**src/hdl/sthr_pkg.sv**
```systemverilog
// Shared types and constants for the slot table with hole reuse.
package sthr_pkg;

	localparam int unsigned CAPACITY_DEF    = 256;
	localparam int unsigned VALUE_WIDTH_DEF = 32;
	localparam int unsigned QUEUE_DEPTH     = 2;
	localparam int unsigned OP_W            = 3;
	localparam int unsigned IDX_W           = 8;

	typedef enum logic [OP_W-1:0] {
		OP_PUSH      = 3'd0,
		OP_POP       = 3'd1,
		OP_READ      = 3'd2,
		OP_WRITE     = 3'd3,
		OP_DELETE    = 3'd4,
		OP_READ_LAST = 3'd5
	} op_t;

	typedef enum logic [1:0] {
		ST_OK    = 2'd0,
		ST_RANGE = 2'd1,
		ST_FULL  = 2'd2
	} status_t;

	// decoded request handed from the front to the back
	typedef struct packed {
		logic             mem_en;
		logic             wr_en;
		logic             use_rd;
		status_t          status;
		logic [IDX_W-1:0] out_index;
	} ctl_t;

endpackage

```
**src/hdl/sthr_queue.sv**
```systemverilog
// Short request queue between front and back.
module sthr_queue import sthr_pkg::*; #(
	parameter int unsigned DEPTH = QUEUE_DEPTH,
	parameter int unsigned WIDTH = 8,
	localparam int unsigned PW = $clog2(DEPTH),
	localparam int unsigned CW = $clog2(DEPTH + 1)
) (
	input  logic             clk,
	input  logic             arst_n,
	input  logic             wr_en,
	input  logic [WIDTH-1:0] wr_data,
	output logic             ready,
	output logic             valid,
	input  logic             rd_en,
	output logic [WIDTH-1:0] rd_data
);

	logic [WIDTH-1:0] mem_q [DEPTH];
	logic [PW-1:0]    wr_ptr_q;
	logic [PW-1:0]    rd_ptr_q;
	logic [CW-1:0]    cnt_q;
	logic             do_wr;
	logic             do_rd;

	assign ready   = cnt_q != CW'(DEPTH);
	assign valid   = cnt_q != '0;
	assign do_wr   = wr_en && ready;
	assign do_rd   = rd_en && valid;
	assign rd_data = mem_q[rd_ptr_q];

	always_ff @(posedge clk) begin
		if (do_wr)
			mem_q[wr_ptr_q] <= wr_data;
	end

	always_ff @(posedge clk or negedge arst_n) begin
		if (!arst_n) begin
			wr_ptr_q <= '0;
			rd_ptr_q <= '0;
			cnt_q    <= '0;
		end else begin
			if (do_wr)
				wr_ptr_q <= (wr_ptr_q == PW'(DEPTH - 1)) ? '0 : wr_ptr_q + PW'(1);
			if (do_rd)
				rd_ptr_q <= (rd_ptr_q == PW'(DEPTH - 1)) ? '0 : rd_ptr_q + PW'(1);
			if (do_wr && !do_rd)
				cnt_q <= cnt_q + CW'(1);
			else if (do_rd && !do_wr)
				cnt_q <= cnt_q - CW'(1);
		end
	end

endmodule

```
**config.mk**
```make
export PLATFORM = sky130hd
export DESIGN_NAME = sthr_queue
export DESIGN_NICKNAME = d
export VERILOG_FILES = /design/src/hdl/sthr_pkg.sv /design/src/hdl/sthr_queue.sv
export SDC_FILE = /design/constraint.sdc
export NUM_CORES = 1
export LEC_CHECK = 0
export BUFFER_PORTS_ARGS = -buffer_cell sky130_fd_sc_hd__buf_4
export CORE_UTILIZATION = 44
export DETAILED_ROUTE_END_ITERATION = 12
export GPL_TIMING_DRIVEN = 0
export MAX_ROUTING_LAYER = met4
export PLACE_DENSITY = 0.72
export SLEW_MARGIN = 30
export SYNTH_ARGS = -nofsm -noshare
export SYNTH_HDL_FRONTEND = slang
export SYNTH_SLANG_ARGS = --single-unit
```
**constraint.sdc**
```tcl
create_clock -name clk -period 1.33 [get_ports clk]
set_input_delay 0.3325 -clock clk [delete_from_list [all_inputs] [get_ports clk]]
set_output_delay 0.3325 -clock clk [all_outputs]
set_load 0.02 [all_outputs]
```
* Word level (Yosys, flattened, before mapping)
Memory sizes are Yosys's and may differ from the RTL's.
Cells that the tools add are included.
Widths: inputs -> output; s select.
** Storage, ports and cells
- Flip-flop bits (word level) :: 4
- Input port bits :: 12
- Word-level logic and storage cells :: 23
- Latch bits :: 0
- Bits in read-only memories :: 0
- Memories kept :: 1
- Output and inout port bits :: 10
- Memory bits (writable) :: 16
** Memory list
- mem_q :: depth 2, bits a word 8, read ports 1, clocked after memory_dff 0, write ports 1, RTL line sthr_queue.sv:18 : logic [WIDTH-1:0] mem_q [DEPTH];
** Operators by class
- Multipliers :: 0
- Equality and inequality tests :: 1
- Bitwise logic cells :: 0
- Magnitude comparators :: 0
- Muxes and demuxes :: 6
- Divide/modulo/power cells :: 0
- Reduce and logical (&&, ||, !) cells :: 8
- Shifts and indexed selects :: 0
- Add/subtract/negate cells :: 4
** Operators by type and width (number)
- $logic_and 1x1->1 :: 4
- $mux 1 :: 4
- $mux 2 :: 2
- $reduce_bool 2->1 :: 2
- $add 1x1->1 const B :: 2
- $add 2x1->2 const B :: 1
- $logic_not 1->1 :: 2
- $ne 2x2->1 const B :: 1
- $sub 2x1->2 const B :: 1

* Logic depth before layout (Yosys ltp)
- Depth after elaboration :: 6
- Gate-level depth with buffers :: 7
- Depth with buffers taken out :: 7

* Worst setup path after synthesis
No wires, ideal clock.
- Path type :: flip-flop to flip-flop
- Start point :: reg cnt_q[0]
- End point :: mem mem_q[0][0], enable pin
- Path slack :: -0.085 ns
- Setup time :: 0.370 ns
- Clock period less this slack :: 1.415 ns
- Required time :: 0.960 ns
- Data arrival time :: 1.045 ns
- Path buffers :: 0
- Cell stages (with the launch flop) :: 4
- Cell sequence :: dfrtp_1 nand2b_4 nand2_1 nor2_1
** On the way
- Cells in the longest elaborated chain, start to end :: 4
** RTL lines
- start: declaration :: RTL line sthr_queue.sv:21 : logic [CW-1:0] cnt_q;
- start signal: assignment :: RTL line sthr_queue.sv:47 : cnt_q <= cnt_q + CW'(1);
- start signal: assignment :: RTL line sthr_queue.sv:49 : cnt_q <= cnt_q - CW'(1);
- $ne 2x2->1 :: RTL line sthr_queue.sv:25 : assign ready = cnt_q != CW'(DEPTH);
- named net ready :: RTL line sthr_queue.sv:12 : output logic ready,
- $logic_and 1x1->1 :: RTL line sthr_queue.sv:27 : assign do_wr = wr_en && ready;
- $mux 1 :: RTL line sthr_queue.sv:32 : if (do_wr)
- $mux 1 (not written as such) :: RTL line sthr_queue.sv:33 : mem_q[wr_ptr_q] <= wr_data;
- end: declaration :: RTL line sthr_queue.sv:18
The timed path passes the listed nets, and every way through them passes these cells.

* Worst setup path after layout
- Start point :: reg rd_ptr_q
- End point :: out rd_data[7]
** On the way
- Cells in the longest elaborated chain, start to end :: 1
** RTL lines
- start: declaration :: RTL line sthr_queue.sv:20 : logic [PW-1:0] rd_ptr_q;
- start signal: assignment :: RTL line sthr_queue.sv:45 : rd_ptr_q <= (rd_ptr_q == PW'(DEPTH - 1)) ? '0 : rd_ptr_q + PW'(1);
- $mem_v2 2x8
- end: declaration :: RTL line sthr_queue.sv:15 : output logic [WIDTH-1:0] rd_data
Every way passes these cells.

==> qor.txt <==
Final hold vios -> 0
Worst EP arrival -> 1.27 ns
Cts bufs inserted -> 3
Slew Limit Fails -> 0
Cell area after layout -> 1150 um^2
Compound-Gate Fraction of Synth Area -> 0%
Clk_lat worst skew -> 0.29 ns
Slew headroom -> 82.5%
Pwr per Cell Area -> 2350 nW/um^2
Worst clock skew -> 0.00954 ns
Initial antenna violation count -> 0
CP Class -> reg2out
Max_cap viols -> 0
Syn_nets -> 56
Main combinational cell family by area after synthesis -> multiplexers
Ys Warns -> 0
Commonest non-fill, non-tap cell in the layout -> edfxtp_1
Sequential share of power -> 35.1%
Worst setup SP type -> flip-flop
Net Sw Frac -> 30.8%
Combinational power share -> 47.1%
Synth Area in XOR/XNOR -> 5.56%
CTS tree -> yes
Internal -> 1.87 mW
P_leak -> 0.461 nW
Vias in the first global route -> 441
Clock-pin slew on the worst setup and hold paths -> 0.11 ns
Initial DRT Pass Iterations -> 4
Top cells by area, synth -> edfxtp_1 61%, dfrtp_1 13%, mux2_2 11%, xnor2_1 3.3%, xor2_1 2.2%
First-pass GRT wire length -> 1940 um
Critical path fanouts, max -> 9
Final worst-path cycle share -> 120%
DR vias/cell -> 4.58
Clock network power share -> 17.7%
Simple-Gate Fraction of Synth Area -> 6.52%
Minimum clock period -> 1.60 ns
Highest-count cells in the layout ignoring fill and taps -> 16 x edfxtp_1, 14 x buf_4, 12 x buf_6
IO buf count -> 21
Post-synthesis cell type count -> 14
Syn_area_per_cell -> 18.3 um^2
Synth area leader -> edfxtp_1
Post-DP HPWL -> 777 um
Die W -> 44.3 um
Die area -> 1960 um^2
# diodes -> 0
Hold_ws -> 0.213 ns
Nets -> 87
GR Overflow Total -> 0
CTS Root Cell -> clkbuf_4
TNS Setup -> -2.27 ns
Initial Utilization -> 49.4%
Register bit total from synthesis -> 20
Status -> finished, violations left
Largest net degree at the start of global routing -> 13
Rows -> 14
Post-Synth Adder-Cell Area -> 1.59%
Top cell type's share of synthesized area -> 61.0%
Die Span Y -> 44.3 um
Clk buf depth -> 2
Worst Path Required -> 1.00 ns
Peak supply drop -> 1.46 mV
Detailed-route via count -> 444
Psw -> 0.830 mW
Clock sinks -> 20
Post-route DRC -> 0
Post-Syn Instances -> 43
H-Tree Depth -> 1
Placer congestion estimate -> 0.649
Critical Path End Type -> primary output
GRT Overall Usage -> 14.6%
Routed len/inst -> 12.1 um
Post-synthesis mux area share -> 11.4%
Drt total wl -> 1180 um
PnR worst setup slack -> -0.269 ns
Register area share after synthesis -> 73.8%
Max Fclk -> 625 MHz
Setup-failing EPs final -> 11
Area of the mapped netlist -> 787 um^2
RSZ-0062 raised after global routing -> yes
Setup WS pre-CTS -> -0.0496 ns
I/O pins -> 22
DR iter-0 viols -> 14
Area of the core -> 1590 um^2
Fill count -> 100
Layout cells sized above 1 -> 63.0%
Violations in the final reports -> negative setup slack
Slew @ Worst Pin -> 0.262 ns
DRT antenna net count -> 0
Hold Crit Class -> in2reg
Placed cell area -> 997 um^2
Layout area overhead -> 45.6%
## state kept, by name, indices dropped and copies added (netlist names)
name,flops
wr_ptr_q,1
cnt_q,2
mem_q,16
rd_ptr_q,1
## routing by layer
| layer | wire length, um | track usage [%] | up-vias |
|---|---|---|---|
| met5 | 0 | - | - |
| met2 | 644 | 25.0 | 11 |
| met3 | 47 | 3.67 | 0 |
| met1 | 483 | 16.0 | 215 |
| met4 | 0 | 6.67 | 0 |
| li1 | - | - | 218 |
## repair_timing
action                                  4_1_cts  5_1_grt
hold endpoints to repair                      4        0
pin swaps                                     1        0
resized for setup                            16        1
hold buffers                                  1        0
endpoints found under the setup margin       27       11
setup buffers                                 4        0
gates cloned                                  0        0
## synth_stat cells
| master | instances |
|---|---|
| xor2_1 | 2 |
| nand2_1 | 1 |
| nand2b_4 | 1 |
| mux2_2 | 8 |
| dfrtp_1 | 4 |
| nor2_1 | 2 |
| nand2_4 | 1 |
| edfxtp_1 | 16 |
| or2_4 | 1 |
| buf_2 | 1 |
| inv_1 | 1 |
| and3_1 | 1 |
| xnor2_1 | 3 |
| ha_1 | 1 |
## metrics by stage
stage / instances / utilization, % / power [mW]
final: 97 / 71.9 / 2.70
after global routing: 97 / 71.9 / 2.84
after CTS: 97 / 71.7 / 2.71
after detailed placement: 88 / 62.6 / 1.97
after global placement: 88 / 62.6 / 1.95
after floorplan: 43 / - / 1.64
## worst paths after layout
kind | from | slack [ns] | cells past startpoint | to
max | rd_ptr_q$_DFFE_PN0P_ | -0.27 | 3 | rd_data[7]
min | wr_data[1] | 0.21 | 1 | mem_q[1][1]$_DFFE_PP_
max reg2reg | cnt_q[1]$_DFFE_PN0P_ | -0.01 | 6 | cnt_q[1]$_DFFE_PN0P_
min reg2reg | wr_ptr_q$_DFFE_PN0P_ | 0.57 | 1 | wr_ptr_q$_DFFE_PN0P_
max in group asynchronous | arst_n | 0.86 | 2 | cnt_q[1]$_DFFE_PN0P_
min in group asynchronous | arst_n | 0.35 | 2 | rd_ptr_q$_DFFE_PN0P_
## cell type report
type	count	area, um^2	area share, %
Buffer	1	11.3	0.983
Multi-Input combinational cell	21	226	19.8
Sequential cell	20	581	50.7
Tap cell	24	30.0	2.62
Timing Repair Buffer	26	239	20.9
Clock inverter	1	30.0	2.62
Clock buffer	3	22.5	1.97
Inverter	1	6.26	0.546
## critical path, stage by stage, from the launching register on
cell and delay (ns):
dfrtp_1 0.36, buf_6 0.14, mux2_2 0.35, buf_6 0.13
## kinds of logic (layout without fill, tap and decap cells)
| logic type | Yosys count | in the layout |
|---|---|---|
| flip-flops | 20 | 20 |
| multiplexers | 8 | 8 |
| AND/OR/NAND/NOR | 7 | 7 |
| XOR/XNOR | 5 | 5 |
| buffers and inverters | 2 | 32 |
| adder cells (fa/ha/maj) | 1 | 1 |
## power groups by stage
stage | registers, mW | logic (mW) | clock network (mW)
after CTS | 0.946 | 1.28 | 0.489
after detailed placement | 0.974 | 0.998 | 0
after global placement | 0.966 | 0.987 | 0
after global routing | 0.964 | 1.36 | 0.511
final | 0.948 | 1.27 | 0.478
after floorplan | 0.955 | 0.689 | 0
No activity file was read; power rests on OpenSTA's default activity.
