--- config.mk ---
export PLATFORM = sky130hd
export DESIGN_NAME = sthr_front
export DESIGN_NICKNAME = d
export VERILOG_FILES = /design/src/hdl/sthr_pkg.sv /design/src/hdl/sthr_front.sv
export SDC_FILE = /design/constraint.sdc
export NUM_CORES = 1
export LEC_CHECK = 0
export BUFFER_PORTS_ARGS = -buffer_cell sky130_fd_sc_hd__buf_4
export CORE_MARGIN = 1
export CORE_UTILIZATION = 53
export CTS_CLUSTER_DIAMETER = 120
export CTS_CLUSTER_SIZE = 8
export DETAILED_ROUTE_END_ITERATION = 6
export MAX_ROUTING_LAYER = met4
export PLACE_DENSITY = 0.87
export SLEW_MARGIN = 20
export SYNTH_ARGS = -nofsm -noshare
export SYNTH_HDL_FRONTEND = slang
export SYNTH_SLANG_ARGS = --single-unit
--- constraint.sdc ---
create_clock -name clk -period 8.45 [get_ports clk]
set_clock_uncertainty 0.15 [all_clocks]
set_input_delay 0.4225 -clock clk [delete_from_list [all_inputs] [get_ports clk]]
set_output_delay 0.4225 -clock clk [all_outputs]
set_load 0.02 [all_outputs]
--- src/hdl/sthr_pkg.sv ---
// Shared types and constants for the slot table with hole reuse.
package sthr_pkg;

	localparam int unsigned CAPACITY_DEF    = 256;
	localparam int unsigned VALUE_WIDTH_DEF = 32;
	localparam int unsigned QUEUE_DEPTH     = 2;
	localparam int unsigned OP_W            = 3;
	localparam int unsigned IDX_W           = 8;

	typedef enum logic [OP_W-1:0] {
		OP_PUSH      = 3'd0,
		OP_POP       = 3'd1,
		OP_READ      = 3'd2,
		OP_WRITE     = 3'd3,
		OP_DELETE    = 3'd4,
		OP_READ_LAST = 3'd5
	} op_t;

	typedef enum logic [1:0] {
		ST_OK    = 2'd0,
		ST_RANGE = 2'd1,
		ST_FULL  = 2'd2
	} status_t;

	// decoded request handed from the front to the back
	typedef struct packed {
		logic             mem_en;
		logic             wr_en;
		logic             use_rd;
		status_t          status;
		logic [IDX_W-1:0] out_index;
	} ctl_t;

endpackage

--- src/hdl/sthr_front.sv ---
// Front end: checks each request against count and hole, keeps both registers.
module sthr_front import sthr_pkg::*; #(
	parameter int unsigned CAPACITY    = CAPACITY_DEF,
	parameter int unsigned VALUE_WIDTH = VALUE_WIDTH_DEF,
	localparam int unsigned AW    = $clog2(CAPACITY),
	localparam int unsigned CNT_W = $clog2(CAPACITY + 1)
) (
	input  logic                   clk,
	input  logic                   arst_n,
	input  logic                   take,
	input  logic [OP_W-1:0]        op,
	input  logic [IDX_W-1:0]       slot_index,
	input  logic [VALUE_WIDTH-1:0] value,
	output ctl_t                   ctl,
	output logic [AW-1:0]          addr,
	output logic [VALUE_WIDTH-1:0] wdata,
	output logic [CNT_W-1:0]       count_after
);

	localparam int unsigned CMP_W = (CNT_W > IDX_W) ? CNT_W : IDX_W;

	logic [CNT_W-1:0] count_q;
	logic [IDX_W-1:0] hole_q;
	logic [IDX_W-1:0] hole_next;
	logic             in_range;
	logic             hole_ok;
	logic             not_empty;
	logic [CNT_W-1:0] last;

	assign in_range  = CMP_W'(slot_index) < CMP_W'(count_q);
	assign hole_ok   = (hole_q != '0) && (CMP_W'(hole_q) < CMP_W'(count_q));
	assign not_empty = count_q != '0;
	assign last      = count_q - CNT_W'(1);

	always_comb begin
		ctl         = '{mem_en: 1'b0, wr_en: 1'b0, use_rd: 1'b0,
		                status: ST_RANGE, out_index: '0};
		addr        = '0;
		wdata       = '0;
		count_after = count_q;
		hole_next   = hole_q;
		case (op)
			OP_PUSH: begin
				if (hole_ok) begin
					ctl.mem_en    = 1'b1;
					ctl.wr_en     = 1'b1;
					ctl.status    = ST_OK;
					ctl.out_index = hole_q;
					addr          = AW'(hole_q);
					wdata         = value;
					hole_next     = '0;
				end else if (count_q == CNT_W'(CAPACITY)) begin
					ctl.status = ST_FULL;
				end else begin
					ctl.mem_en    = 1'b1;
					ctl.wr_en     = 1'b1;
					ctl.status    = ST_OK;
					ctl.out_index = IDX_W'(count_q);
					addr          = AW'(count_q);
					wdata         = value;
					count_after   = count_q + CNT_W'(1);
				end
			end
			OP_POP: begin
				if (not_empty) begin
					// read-before-write returns the old entry and clears it
					ctl.mem_en  = 1'b1;
					ctl.wr_en   = 1'b1;
					ctl.use_rd  = 1'b1;
					ctl.status  = ST_OK;
					addr        = AW'(last);
					count_after = last;
				end
			end
			OP_READ: begin
				if (in_range) begin
					ctl.mem_en = 1'b1;
					ctl.use_rd = 1'b1;
					ctl.status = ST_OK;
					addr       = AW'(slot_index);
				end
			end
			OP_WRITE: begin
				if (in_range) begin
					ctl.mem_en = 1'b1;
					ctl.wr_en  = 1'b1;
					ctl.status = ST_OK;
					addr       = AW'(slot_index);
					wdata      = value;
				end
			end
			OP_DELETE: begin
				if (in_range) begin
					ctl.mem_en = 1'b1;
					ctl.wr_en  = 1'b1;
					ctl.status = ST_OK;
					addr       = AW'(slot_index);
					hole_next  = slot_index;
				end
			end
			OP_READ_LAST: begin
				if (not_empty) begin
					ctl.mem_en = 1'b1;
					ctl.use_rd = 1'b1;
					ctl.status = ST_OK;
					addr       = AW'(last);
				end
			end
			default: begin
				ctl.status = ST_RANGE;
			end
		endcase
	end

	always_ff @(posedge clk or negedge arst_n) begin
		if (!arst_n) begin
			count_q <= '0;
			hole_q  <= '0;
		end else if (take) begin
			count_q <= count_after;
			hole_q  <= hole_next;
		end
	end

endmodule

# Word-level counts from Yosys, hierarchy flattened
# Cells that the tools add are included.
# op_classes
n_eq_ne	8
n_addsub	2
n_reduce_logical	9
mux	32
n_lt_le_gt_ge	2
# ops
cell	count
$mux W32	3
$pmux W32 S2	1
$mux W8	7
$mux W9	3
$pmux W8 S3	1
$lt A8 B9 Y1	2
$pmux W9 S2	1
$pmux W8 S2	1
$mux W10	1
$pmux W2 S5	1
$add A9 B1 Y9 const B	1
$eq A9 B9 Y1 const B	1
$reduce_bool A9 Y1	1
$sub A9 B1 Y9 const B	1
$mux W2	4
$reduce_bool A8 Y1	1
$eq A3 B2 Y1 const B	2
$eq A3 B3 Y1 const B	2
$mux W3	2
$pmux W1 S3	2
$mux W5	1
$pmux W1 S5	1
$ne A2 B2 Y1 const B	2
$reduce_and A4 Y1	1
7 further kinds	10
# word_totals
output_inout_bits	62
word_cells	55
reg_bits	17

# Depth between registers and ports, before layout
# Gate-level depths: netlist (run 1).
# depth
depth_word	4
depth_mapped	11

# Least setup slack after synthesis (run 1)
# Ideal clock, no wire load.
# synth_path
path_type	reg2out
from	reg count_q[7]
to	out addr[2]
required_ns	7.877
arrival_time_ns	2.806
path_slack_ns	5.072
stages_incl_launch_ff	11
n_path_buf	2
cell_sequence	dfrtp_1 -> clkbuf_1 -> inv_1 -> ha_1 -> nand4b_1 -> nor2_1 -> a21oi_4 -> and2_1 -> buf_6 -> mux2i_1 -> a221o_1
# synth_via
elab_chain_len	4
elab_cells_between_ends	10
# synth_lines
element	line	rtl
from (decl)	sthr_front.sv:22	logic [CNT_W-1:0] count_q;
from (signal assigned)	sthr_front.sv:120	count_q <= count_after;
$lt A8 B9 Y1 / $eq A9 B9 Y1 (equally long branches)	sthr_front.sv:31, sthr_front.sv:52	
$logic_and A1 B1 Y1 / $mux W8 (equally long branches)	sthr_front.sv:31, sthr_front.sv:52	
$mux W8	sthr_front.sv:44	if (hole_ok) begin
$pmux W8 S3 *	sthr_front.sv:42	case (op)
to (decl)	sthr_front.sv:15	output logic [AW-1:0] addr,
# Mark *: on every way between the ends. The rest lies on a longest branch, timed or not.

# Final worst setup path (run 1)
# Same ends and word-level chain as after synthesis.

==> results of run 1 <==
## Yosys cell counts, types with 2 or more instances
master / n
a21o_1: 5
or4_1: 3
nor4_2: 2
buf_6: 3
nand2_1: 44
inv_1: 21
buf_4: 6
clkbuf_1: 10
nor2_1: 18
o41ai_1: 2
a2111oi_2: 2
nor4_1: 4
a221o_1: 6
nand4_1: 8
buf_2: 3
a211o_1: 2
a211oi_1: 4
o21ai_0: 15
nor3_1: 8
a21oi_2: 3
a21oi_1: 19
ha_1: 18
xnor2_1: 6
nand3b_1: 2
a22o_1: 2
a2bb2oi_1: 2
dfrtp_1: 17
o21ai_1: 5
o211ai_1: 4
nand3_1: 11
o221ai_1: 3
mux2i_1: 17
nor2b_1: 33
or3_1: 4
nand2b_1: 3
## final cells by class
class,count,area [um^2],share of cell area
Multi-Input combinational cell,282,1980,0.576
Timing Repair Buffer,109,821,0.239
Sequential cell,17,425,0.124
Tap cell,67,83.8,0.0244
Inverter,22,82.6,0.0240
Clock buffer,4,45.0,0.0131
## power by group through the flow
stage	clock network, uW	registers, uW	logic, uW
final	65.9	177	759
after global placement	0	175	728
after detailed placement	0	177	743
after global routing	69.2	181	815
after floorplan	0	137	584
after CTS	68.6	175	747
## registers in the layout, indices dropped and copies added (netlist names)
name     cells
count_q      9
hole_q       8
## through the flow
stage	instance area (um^2)	hold slack [ps]	cells	util
floorplan	2610	-23.1	344	-
global placement	3380	158	496	0.715
detailed placement	3380	161	496	0.715
CTS	3430	270	501	0.727
global route	3440	289	501	0.728
finish	3440	274	501	0.728
## layer usage
metal	share of wire	GRT usage	vias up
li1	-	-	1435
met1	0.39	0.423	1479
met2	0.49	0.613	219
met3	0.10	0.0569	25
met4	0.024	0.107	0
met5	0	-	-
## worst max-delay path: stages, from the launching register on
cell	delay, ps
dfrtp_1	710
inv_1	260
ha_1	380
nand4b_1	120
nor2_1	90
a21oi_4	330
and2_1	850
mux2i_1	240
a221o_1	330
buf_4	160
## how the worst max path moves through the flow
stage | slack [ps] | to | startpoint | depth (start not counted)
after floorplan | 5070 | addr[2] | count_q[7] | 10
after global placement | 4560 | wdata[6] | count_q[7] | 9
after detailed placement | 4470 | wdata[6] | count_q[7] | 9
after CTS | 4160 | wdata[6] | count_q[7] | 9
after global routing | 3990 | addr[2] | count_q[7] | 9
final | 4130 | addr[2] | count_q[7] | 9
## cells by family (layout without fill, tap and decap cells)
kind of cell,after synthesis,in the layout,synth area share
compound gates,90,90,0.265
xor+xnor,7,7,0.0235
buf+inv,45,135,0.0833
flops,17,17,0.163
fa+ha+maj,18,18,0.0862
mux,17,17,0.0651
simple gates,150,150,0.314
## what timing repair did
action                    CTS  global route
hold buffers                1             0
buffers inserted            0             0
hold endpoints to repair   17             0
==> summary.txt, run 1 <==
Clock network
  • CTS tree: done
  • H-tree Lvls: 1
  • Clock root cell: clkbuf_8
  • Resized cells post-CTS: 0
  • Clock slew at reported path FFs: 80 ps
  • Num CTS Buffers: 3
  • Clock Latency Late Sink: ~260 ps
  • Clk buf depth: 2
  • Clock sink total: 17

Final layout
  • Most common cell after layout, fill and taps aside: buf_4
  • Area Overhead vs Synth: 31.6%
  • Fillers: 388
  • ANT cells: 0
  • Ratio of cells with drive above 1 in the final layout: 0.297
  • NumNets Final: 499
  • Most frequent cells in the layout: buf_4 (108), nand2_1 (44), nor2b_1 (33), inv_1 (21), a21oi_1 (19)

Min path
  • WHS Endpoint: hole_q[1]
  • Hold Crit Start: slot_index[1]
  • WHS Path Cells: 3
  • Hold Path Class: input port to flip-flop

Route
  • Vias per cell: between 6 and 7
  • DR vias: 3158
  • Pre-Repair DR Iteration Count: 5
  • DRC violations left: 0
  • DR WL/cell: 18.5 um
  • Final wirelength: between 9000 and 10000 um
  • Violation count after the first detailed-route iteration: 279
  • Post-route ant nets: 0

Timing
  • Worst setup margin: roughly 4100 ps
  • Final setup viols: 0
  • Worst slew margin: 0.336
  • Fin Setup TNS: 0 ps
  • Unrepaired setup endpoints after global routing: false
  • F_max: 231 MHz
  • Min Clock Period, post-route: 4320 ps
  • Final cycle utilization of the critical path: 0.512
  • Fin. max-slew vios: 0
  • Slew @ Worst Pin: 996 ps
  • Final hold vios: 0

Setup path
  • Critical path type: flip-flop to primary output
  • Data arrival, critical path: 3750 ps
  • R2R cell count: 8
  • CP Launch Type: flip-flop
  • R2r startpoint: count_q[7]
  • Crit-path max FO: 21
  • Terminus of the critical flop-to-flop path: count_q[3]
  • Worst path required time: roughly 7900 ps
  • Reg2Reg Setup Slack: roughly 5000 ps
  • CP endpoint kind: primary output

Placed design
  • DP Worst Slack: 4470 ps
  • Buffers on Ports: ~110
  • DP HPWL: 7100 um
  • Placer congestion estimate: between 0.9 and 1

Synthesis
  • Dominant synthesized flop cell: dfrtp_1
  • Mapped Cells: 344
  • Largest area contributor in the netlist: dfrtp_1
  • Syn Std Cell Area: between 2000 and 3000 um^2
  • Top cell type's share of synthesized area: 0.163
  • Top cells by area, synth: dfrtp_1 (16%), ha_1 (8.6%), nor2b_1 (7.9%)
  • Syn nets: 408
  • Ys async rst share: 1.00
  • Mapped Avg Cell Area: roughly 7.6 um^2
  • Synth Register Bits: 17
  • Count of warnings emitted by yosys: 0
  • Cell variety after synth: 64
  • Post-synth EDFFs: 0
  • Sequential share of the synthesized area: 0.163

Power and ir drop
  • Switch Pwr: 568 uW
  • Gate power share: 0.758
  • Sw frac: 0.567
  • Pwr dens: 291 nW/um^2
  • Clock share of power: 0.066
  • Power Total: 1000 uW
  • Part of the power in registers: 0.177
  • Worst vdd ir: between 0.2 and 0.25 mV
  • Static Leak: ~0.0016 uW
  • Cell Int Power: about 430 uW

GRT
  • Initial antenna violation count: 0
  • Vias in the first global route: 2858
  • Largest net degree at the start of global routing: 33
  • Total GRT Usage: 0.354
  • First-pass GRT wire length: 14000 um
  • Remaining Overflow, GRT: 0

Flow run
  • Max-Cap Viols: 0

Floorplan
  • Rows: 25
  • Core ar.: approximately 4700 um^2
  • Io pins: 108
  • Die area: 5220 um^2
  • Initial core utilization: 0.553
  • Die outline width: ~72 um
  • Die height: 72.2 um

Outcome
  • Status: finished clean
Note: power is estimated with default switching activity, not from simulation.
==> run 2: changes to the inputs <==
- ABC_AREA: default -> 1
- CORE_UTILIZATION: 53 -> 44
- PLACE_DENSITY: 0.87 -> 0.79
- clock period: 8.45 -> 3.5 ns (I/O delays scaled with it)
==> summary.txt, run 2 <==
Timing
  • Fin. max-slew vios: 0 (unchanged)
  • Worst slew margin: 0.549 (was 0.336)
  • Final cycle utilization of the critical path: 0.916
  • F_max: 312 MHz
  • Slew @ Worst Pin: 674 ps (was 996 ps)
  • Min Clock Period, post-route: 3200 ps
  • Fin Setup TNS: 0 ps (unchanged)
  • Final setup viols: 0 (unchanged)
  • Unrepaired setup endpoints after global routing: false (unchanged)
  • Worst setup margin: 296 ps (was 4130 ps)
  • Final hold vios: 0 (unchanged)

Route
  • Post-route ant nets: 0 (unchanged)
  • Vias per cell: 5.16 (was 6.30)
  • DR vias: 2845 (was 3158)
  • Pre-Repair DR Iteration Count: 4 (was 5)
  • Violation count after the first detailed-route iteration: 208 (was 279)
  • Final wirelength: 7750 um (was 9250 um)
  • DRC violations left: 0 (unchanged)
  • DR WL/cell: 14.1 um (was 18.5 um)

Synthesis
  • Cell variety after synth: 39 (was 64)
  • Top cell type's share of synthesized area: 0.199 (was 0.163)
  • Sequential share of the synthesized area: 0.179 (was 0.163)
  • Synth Register Bits: 17 (unchanged)
  • Count of warnings emitted by yosys: 0 (unchanged)
  • Cell with the most instances after synthesis: nand2_1 (unchanged)
  • Mapped Avg Cell Area: 6.21 um^2 (was 7.60 um^2)
  • Ys async rst share: 1.00 (unchanged)
  • Post-synth EDFFs: 0 (unchanged)
  • Synth cell count leaders: nand2_1 (126), nand3_1 (34), inv_1 (31), a21boi_1 (29), nor2_1 (28) (was nand2_1 (44), nor2b_1 (33), inv_1 (21), a21oi_1 (19))
  • Largest area contributor in the netlist: nand2_1 (was dfrtp_1)
  • Top cells by area, synth: nand2_1 (20%), dfrtp_1 (18%), ha_1 (9.5%) (was dfrtp_1 (16%), ha_1 (8.6%), nor2b_1 (7.9%))
  • Dominant synthesized flop cell: dfrtp_1 (unchanged)
  • Syn nets: 446 (was 408)
  • Syn Std Cell Area: 2370 um^2 (was 2610 um^2)
  • Mapped Cells: 382 (was 344)

Final layout
  • Fillers: 498 (was 388)
  • Most frequent cells in the layout: nand2_1 (126), buf_4 (110), nand3_1 (34), inv_1 (31), a21boi_1 (29) (was buf_4 (108), nand2_1 (44), nor2b_1 (33), inv_1 (21), a21oi_1 (19))
  • Most flops, register: count_q (unchanged)
  • Area Overhead vs Synth: 37.7% (was 31.6%)
  • NumNets Final: 546 (was 499)
  • Max reg flops: 9 (unchanged)
  • Most common cell after layout, fill and taps aside: nand2_1 (was buf_4)
  • ANT cells: 0 (unchanged)
  • Final instance area: 3260 um^2 (was 3440 um^2)
  • Fin util: 0.635 (was 0.728)
  • Ratio of cells with drive above 1 in the final layout: 0.279 (was 0.297)
  • Largest registers: count_q (9), hole_q (8) (unchanged)

Flow run
  • Max-Cap Viols: 0 (unchanged)

Clock network
  • Num CTS Buffers: 3 (unchanged)
  • Setup Buffers After CTS: 0 (unchanged)
  • Clk buf depth: 2 (unchanged)
  • Clock sink total: 17 (unchanged)
  • Clock slew at reported path FFs: 70 ps (was 80 ps)
  • CTS tree: done (unchanged)
  • H-tree Lvls: 1 (unchanged)
  • Clock Latency Late Sink: 250 ps (was 260 ps)
  • Clock root cell: clkbuf_8 (unchanged)

Power and ir drop
  • Clock share of power: 0.049 (was 0.066)
  • Switch Pwr: 1830 uW (was 568 uW)
  • Worst vdd ir: 0.583 mV (was 0.230 mV)
  • Cell Int Power: 1270 uW (was 434 uW)
  • Sw frac: 0.592 (was 0.567)
  • Gate power share: 0.813 (was 0.758)
  • Part of the power in registers: 0.138 (was 0.177)
  • Static Leak: 0.00185 uW (was 0.00157 uW)
  • Pwr dens: 949 nW/um^2 (was 291 nW/um^2)
  • Power Total: 3100 uW (was 1000 uW)

Setup path
  • Critical path type: flip-flop to primary output (unchanged)
  • CP endpoint kind: primary output (unchanged)
  • CP delay by family, top: buffers and inverters (was simple AND/OR/NAND/NOR gates)
  • Data arrival, critical path: 2880 ps (was 3750 ps)
  • CP cell instances: inv_1, ha_1, and3_1, nand2_1, nand2_1, nand2_2, nand2_4, inv_2, o21ai_4, buf_4, a21boi_0, buf_4 (was inv_1, ha_1, nand4b_1, nor2_1, a21oi_4, and2_1, mux2i_1, a221o_1, buf_4)
  • Worst path required time: 3170 ps (was 7880 ps)
  • Crit-path max FO: 34 (was 21)
  • CP Launch Type: flip-flop (unchanged)
  • Max stage delay on crit path: 520 ps (was 850 ps)
  • Worst path slowest cell: dfrtp_1 (was and2_1)
  • Buffer and inverter count on the worst path: 4 (was 2)

GRT
  • Met1 GRT Util: 0.391 (was 0.423)
  • Vias in the first global route: 2457 (was 2858)
  • Global route hottest layer: met2 (unchanged)
  • Remaining Overflow, GRT: 0 (unchanged)
  • Total GRT Usage: 0.274 (was 0.354)
  • First-pass GRT wire length: 11600 um (was 14000 um)
  • M3 GR Usage: 0.0370 (was 0.0569)
  • Largest net degree at the start of global routing: 35 (was 33)
  • Initial antenna violation count: 0 (unchanged)
  • GRT met2 Usage: 0.415 (was 0.613)

Floorplan
  • Core ar.: 5140 um^2 (was 4720 um^2)
  • Rows: 26 (was 25)
  • Die outline width: 75.4 um (was 72.2 um)
  • Die height: 75.4 um (was 72.2 um)
  • Io pins: 108 (unchanged)
  • Initial core utilization: 0.461 (was 0.553)
  • Die area: 5690 um^2 (was 5220 um^2)

Placed design
  • DP HPWL: 6120 um (was 7100 um)
  • DP Worst Slack: 514 ps (was 4470 ps)
  • Placer congestion estimate: 1.02 (was 0.945)
  • Post-DP Area: 3200 um^2 (was 3380 um^2)
  • Buffers on Ports: 107 (unchanged)

Outcome
  • Status: finished clean (unchanged)

Min path
  • Hold Path Class: input port to flip-flop (unchanged)
## run 2: worst paths after layout
path | startpoint | end | slack (ps) | depth (start not counted)
setup / recovery | count_q[4] | wdata[31] | 300 | 12
hold / removal | slot_index[5] | hole_q[5] | 50 | 3
setup reg to reg | count_q[4] | hole_q[2] | 940 | 11
hold reg to reg | hole_q[3] | hole_q[3] | 390 | 2
max in group asynchronous | arst_n | hole_q[0] | 2830 | 2
min in group asynchronous | arst_n | count_q[8] | 170 | 2
## run 2: metrics by stage
| stage | std cells | hold slack, ps |
|---|---|---|
| after global placement | 546 | -94.7 |
| after floorplan | 382 | -271 |
| after global routing | 551 | 77.6 |
| final | 551 | 47.0 |
| after detailed placement | 546 | -94.5 |
| after CTS | 551 | 42.0 |
## run 2: layout make-up
type                       instances  area (um^2)  area share
clock buffer                       4         45.0      0.0138
inverter                          39          146      0.0448
multi-input combinational        310         1720       0.528
sequential                        17          425       0.130
tap                               70         87.6      0.0268
timing repair buffer             111          836       0.256
## run 2: what timing repair did
| item | in CTS | in global routing |
|---|---|---|
| setup endpoints to repair | 0 | 4 |
| resized for setup | 0 | 1 |
| hold endpoints to repair | 17 | 0 |
| hold buffers | 1 | 0 |
## run 2: power by group through the flow
stage | Sequential, uW | Clock [uW] | Combinational [uW]
5_1_grt | 441 | 160 | 2800
2_1_floorplan | 360 | 0 | 1810
4_1_cts | 423 | 155 | 2490
3_5_place_dp | 426 | 0 | 2480
3_3_place_gp | 420 | 0 | 2440
6_report | 428 | 151 | 2520
## run 2: worst reg2reg max path, cell delays in order, from the launching register on
cell and delay [ps]:
dfrtp_1 520, inv_1 210, ha_1 350, and3_1 170
nand2_1 60, nand2_1 50, nand2_2 190, nand2_4 190
a21oi_1 180, nand2_1 210, nand2_1 120, nand2_1 50
## run 2: logic make-up after synthesis
group | Yosys count | synth area share
and+or+nand+nor | 219 | 0.412
xor gates and xnor gates | 6 | 0.0222
AOI/OAI and AO/OA | 67 | 0.195
adders and majority gates | 18 | 0.0950
DFF | 17 | 0.179
buffers and inverters | 55 | 0.0966
## run 2: layer usage
metal,part of all wire,up-vias
met1,0.47,1299
li1,-,1464
met4,0.011,0
met5,0,-
met3,0.043,9
met2,0.48,73
==> run 3: changes to the inputs <==
- REMOVE_ABC_BUFFERS: default -> 1
- SLEW_MARGIN: 20 -> 0
==> summary.txt, run 3 (synthesis gave the netlist of run 2 again) <==
Outcome
  • Status: finished clean (unchanged)

Setup path
  • R2r startpoint: count_q[6] (was count_q[4])
  • Crit-path max FO: 26 (was 34)
  • Crit path capture: wdata[7] (was wdata[31])
  • Worst path required time: 3170 ps (about the same)
  • CP cell instances: inv_1, ha_1, and3_1, nand2_1, nand2_1, nand2_2, nand2_8, inv_2, o21ai_4, buf_4, a21boi_1, buf_4 (was inv_1, ha_1, and3_1, nand2_1, nand2_1, nand2_2, nand2_4, inv_2, o21ai_4, buf_4, a21boi_0, buf_4)
  • CP endpoint kind: primary output (unchanged)
  • CP Launch Type: flip-flop (unchanged)
  • Data arrival, critical path: 2910 ps (was 2880 ps)
  • Worst path slowest cell: dfrtp_1 (unchanged)
  • Critical Path Source: count_q[4] (unchanged)
  • Max stage delay on crit path: 500 ps (was 520 ps)
  • Critical path type: flip-flop to primary output (unchanged)
  • R2R cell count: 10 (was 11)
  • Terminus of the critical flop-to-flop path: hole_q[7] (was hole_q[2])
  • Reg2Reg Setup Slack: 920 ps (was 940 ps)

Clock network
  • Num CTS Buffers: 3 (unchanged)
  • H-tree Lvls: 1 (unchanged)
  • Clk buf depth: 2 (unchanged)
  • Clock Latency Late Sink: 260 ps (was 250 ps)
  • CTS tree: done (unchanged)
  • Clock sink total: 17 (unchanged)
  • Setup Buffers After CTS: 0 (unchanged)
  • Clock root cell: clkbuf_8 (unchanged)
  • Clock slew at reported path FFs: 70 ps (about the same)

Route
  • DRC violations left: 0 (unchanged)
  • Vias per cell: 5.26 (was 5.16)
  • Violation count after the first detailed-route iteration: 180 (was 208)
  • DR vias: 2897 (was 2845)
  • Final wirelength: 7960 um (was 7750 um)
  • DR WL/cell: 14.4 um (was 14.1 um)
  • Post-route ant nets: 0 (unchanged)
  • Pre-Repair DR Iteration Count: 5 (was 4)

Power and ir drop
  • Switch Pwr: 1860 uW (was 1830 uW)
  • Worst vdd ir: 0.722 mV (was 0.583 mV)
  • Power Total: 3120 uW (was 3100 uW)
  • Static Leak: 0.00185 uW (about the same)
  • Gate power share: 0.816 (was 0.813)
  • Cell Int Power: 1260 uW (was 1270 uW)
  • Pwr dens: 952 nW/um^2 (was 949 nW/um^2)
  • Clock share of power: 0.050 (was 0.049)
  • Part of the power in registers: 0.134 (was 0.138)
  • Sw frac: 0.597 (was 0.592)

Final layout
  • Ratio of cells with drive above 1 in the final layout: 0.279 (unchanged)
  • Final instance area: 3270 um^2 (was 3260 um^2)
  • NumNets Final: 546 (unchanged)
  • ANT cells: 0 (unchanged)
  • Area Overhead vs Synth: 38.1% (was 37.7%)
  • Most flops, register: count_q (unchanged)
  • Largest registers: count_q (9), hole_q (8) (unchanged)
  • Max reg flops: 9 (unchanged)
  • Most common cell after layout, fill and taps aside: nand2_1 (unchanged)
  • Fin util: 0.637 (was 0.635)
  • Most frequent cells in the layout: nand2_1 (126), buf_4 (109), nand3_1 (34), inv_1 (31), a21boi_1 (29) (was nand2_1 (126), buf_4 (110), nand3_1 (34), inv_1 (31), a21boi_1 (29))

GRT
  • Global route hottest layer: met2 (unchanged)
  • First-pass GRT wire length: 11400 um (was 11600 um)
  • Remaining Overflow, GRT: 0 (unchanged)
  • Initial antenna violation count: 0 (unchanged)
  • Vias in the first global route: 2392 (was 2457)
  • Total GRT Usage: 0.273 (was 0.274)
  • Largest net degree at the start of global routing: 34 (was 35)
  • M3 GR Usage: 0.0608 (was 0.0370)
  • Met1 GRT Util: 0.390 (was 0.391)
  • GRT met2 Usage: 0.393 (was 0.415)

Timing
  • F_max: 309 MHz (was 312 MHz)
  • Slew @ Worst Pin: 696 ps (was 674 ps)
  • Final cycle utilization of the critical path: 0.924 (was 0.916)
  • Final hold vios: 0 (unchanged)
  • Final setup viols: 0 (unchanged)
  • Fin Setup TNS: 0 ps (unchanged)
  • Fin Hold WS: 33.9 ps (was 47.0 ps)
  • Fin. max-slew vios: 0 (unchanged)
  • Unrepaired setup endpoints after global routing: false (unchanged)
  • Min Clock Period, post-route: 3230 ps (was 3200 ps)
  • Worst slew margin: 0.534 (was 0.549)

Placed design
  • Placer congestion estimate: 0.952 (was 1.02)
  • Buffers on Ports: 107 (unchanged)
  • Post-DP Area: 3190 um^2 (was 3200 um^2)
  • DP HPWL: 6100 um (was 6120 um)

Floorplan
  • Die outline width: 75.4 um (unchanged)
  • Initial core utilization: 0.461 (unchanged)
  • Core ar.: 5140 um^2 (unchanged)
  • Rows: 26 (unchanged)
  • Die height: 75.4 um (unchanged)
  • Io pins: 108 (unchanged)
  • Die area: 5690 um^2 (unchanged)

Flow run
  • Max-Cap Viols: 0 (unchanged)

Min path
  • WHS Path Cells: 3 (unchanged)
  • Hold Path Class: input port to flip-flop (unchanged)
==> run 3: changes by cell type in the layout (fill, tap and decap cells not counted) <==
cell     delta
buf_4       -1
o21ai_2     +1
nand2_8     +1
nand2_4     -1
==> run 3: layer usage <==
metal / wire length [um] / vias to the layer above
li1: - / 1466
met1: 3590 / 1303
met2: 3750 / 122
met3: 577 / 6
met4: 39 / 0
met5: 0 / -
==> run 3: worst min-delay path by stage <==
| stage | from | end | slack (ps) |
|---|---|---|---|
| floorplan | arst_n | count_q[0] | -270 |
| global placement | arst_n | count_q[6] | -90 |
| detailed placement | arst_n | count_q[6] | -90 |
| CTS | slot_index[4] | hole_q[4] | 40 |
| global route | slot_index[7] | hole_q[7] | 50 |
| finish | slot_index[6] | hole_q[6] | 30 |
==> run 3: power groups by stage <==
stage          Clock (uW)  Sequential, uW  Combinational, uW
6_report              157             417               2540
3_3_place_gp            0             415               2410
5_1_grt               166             434               2820
4_1_cts               159             414               2450
3_5_place_dp            0             417               2440
2_1_floorplan           0             386               1720
==> run 3: final cells by class <==
class | instances | area (um^2)
fillers | 489 | 1870
multi-input cells | 311 | 1740
repair buffers | 110 | 828
flip-flops and latches | 17 | 425
inverters | 39 | 146
well taps | 70 | 87.6
clock buffers | 4 | 45.0
==> run 3: what timing repair did <==
item | CTS | global route
hold endpoints to repair | 17 | 0
setup endpoints to repair | 0 | 19
hold buffers | 1 | 0
gates resized for setup | 0 | 2
==> run 3: worst max-delay path: cells and delay by family (launching register included) <==
kind                       cells  cell delay, ps
and+or+nand+nor                5             650
AOI/OAI and AO/OA              2             410
adders and majority gates      1             350
DFF                            1             500
buffers and inverters          4             730
==> run 3: through the flow <==
| step | setup slack [ps] | instances |
|---|---|---|
| 2_1_floorplan | 748 | 366 |
| 3_3_place_gp | 536 | 545 |
| 3_5_place_dp | 413 | 545 |
| 4_1_cts | 115 | 550 |
| 5_1_grt | 76.4 | 551 |
| 6_report | 265 | 551 |
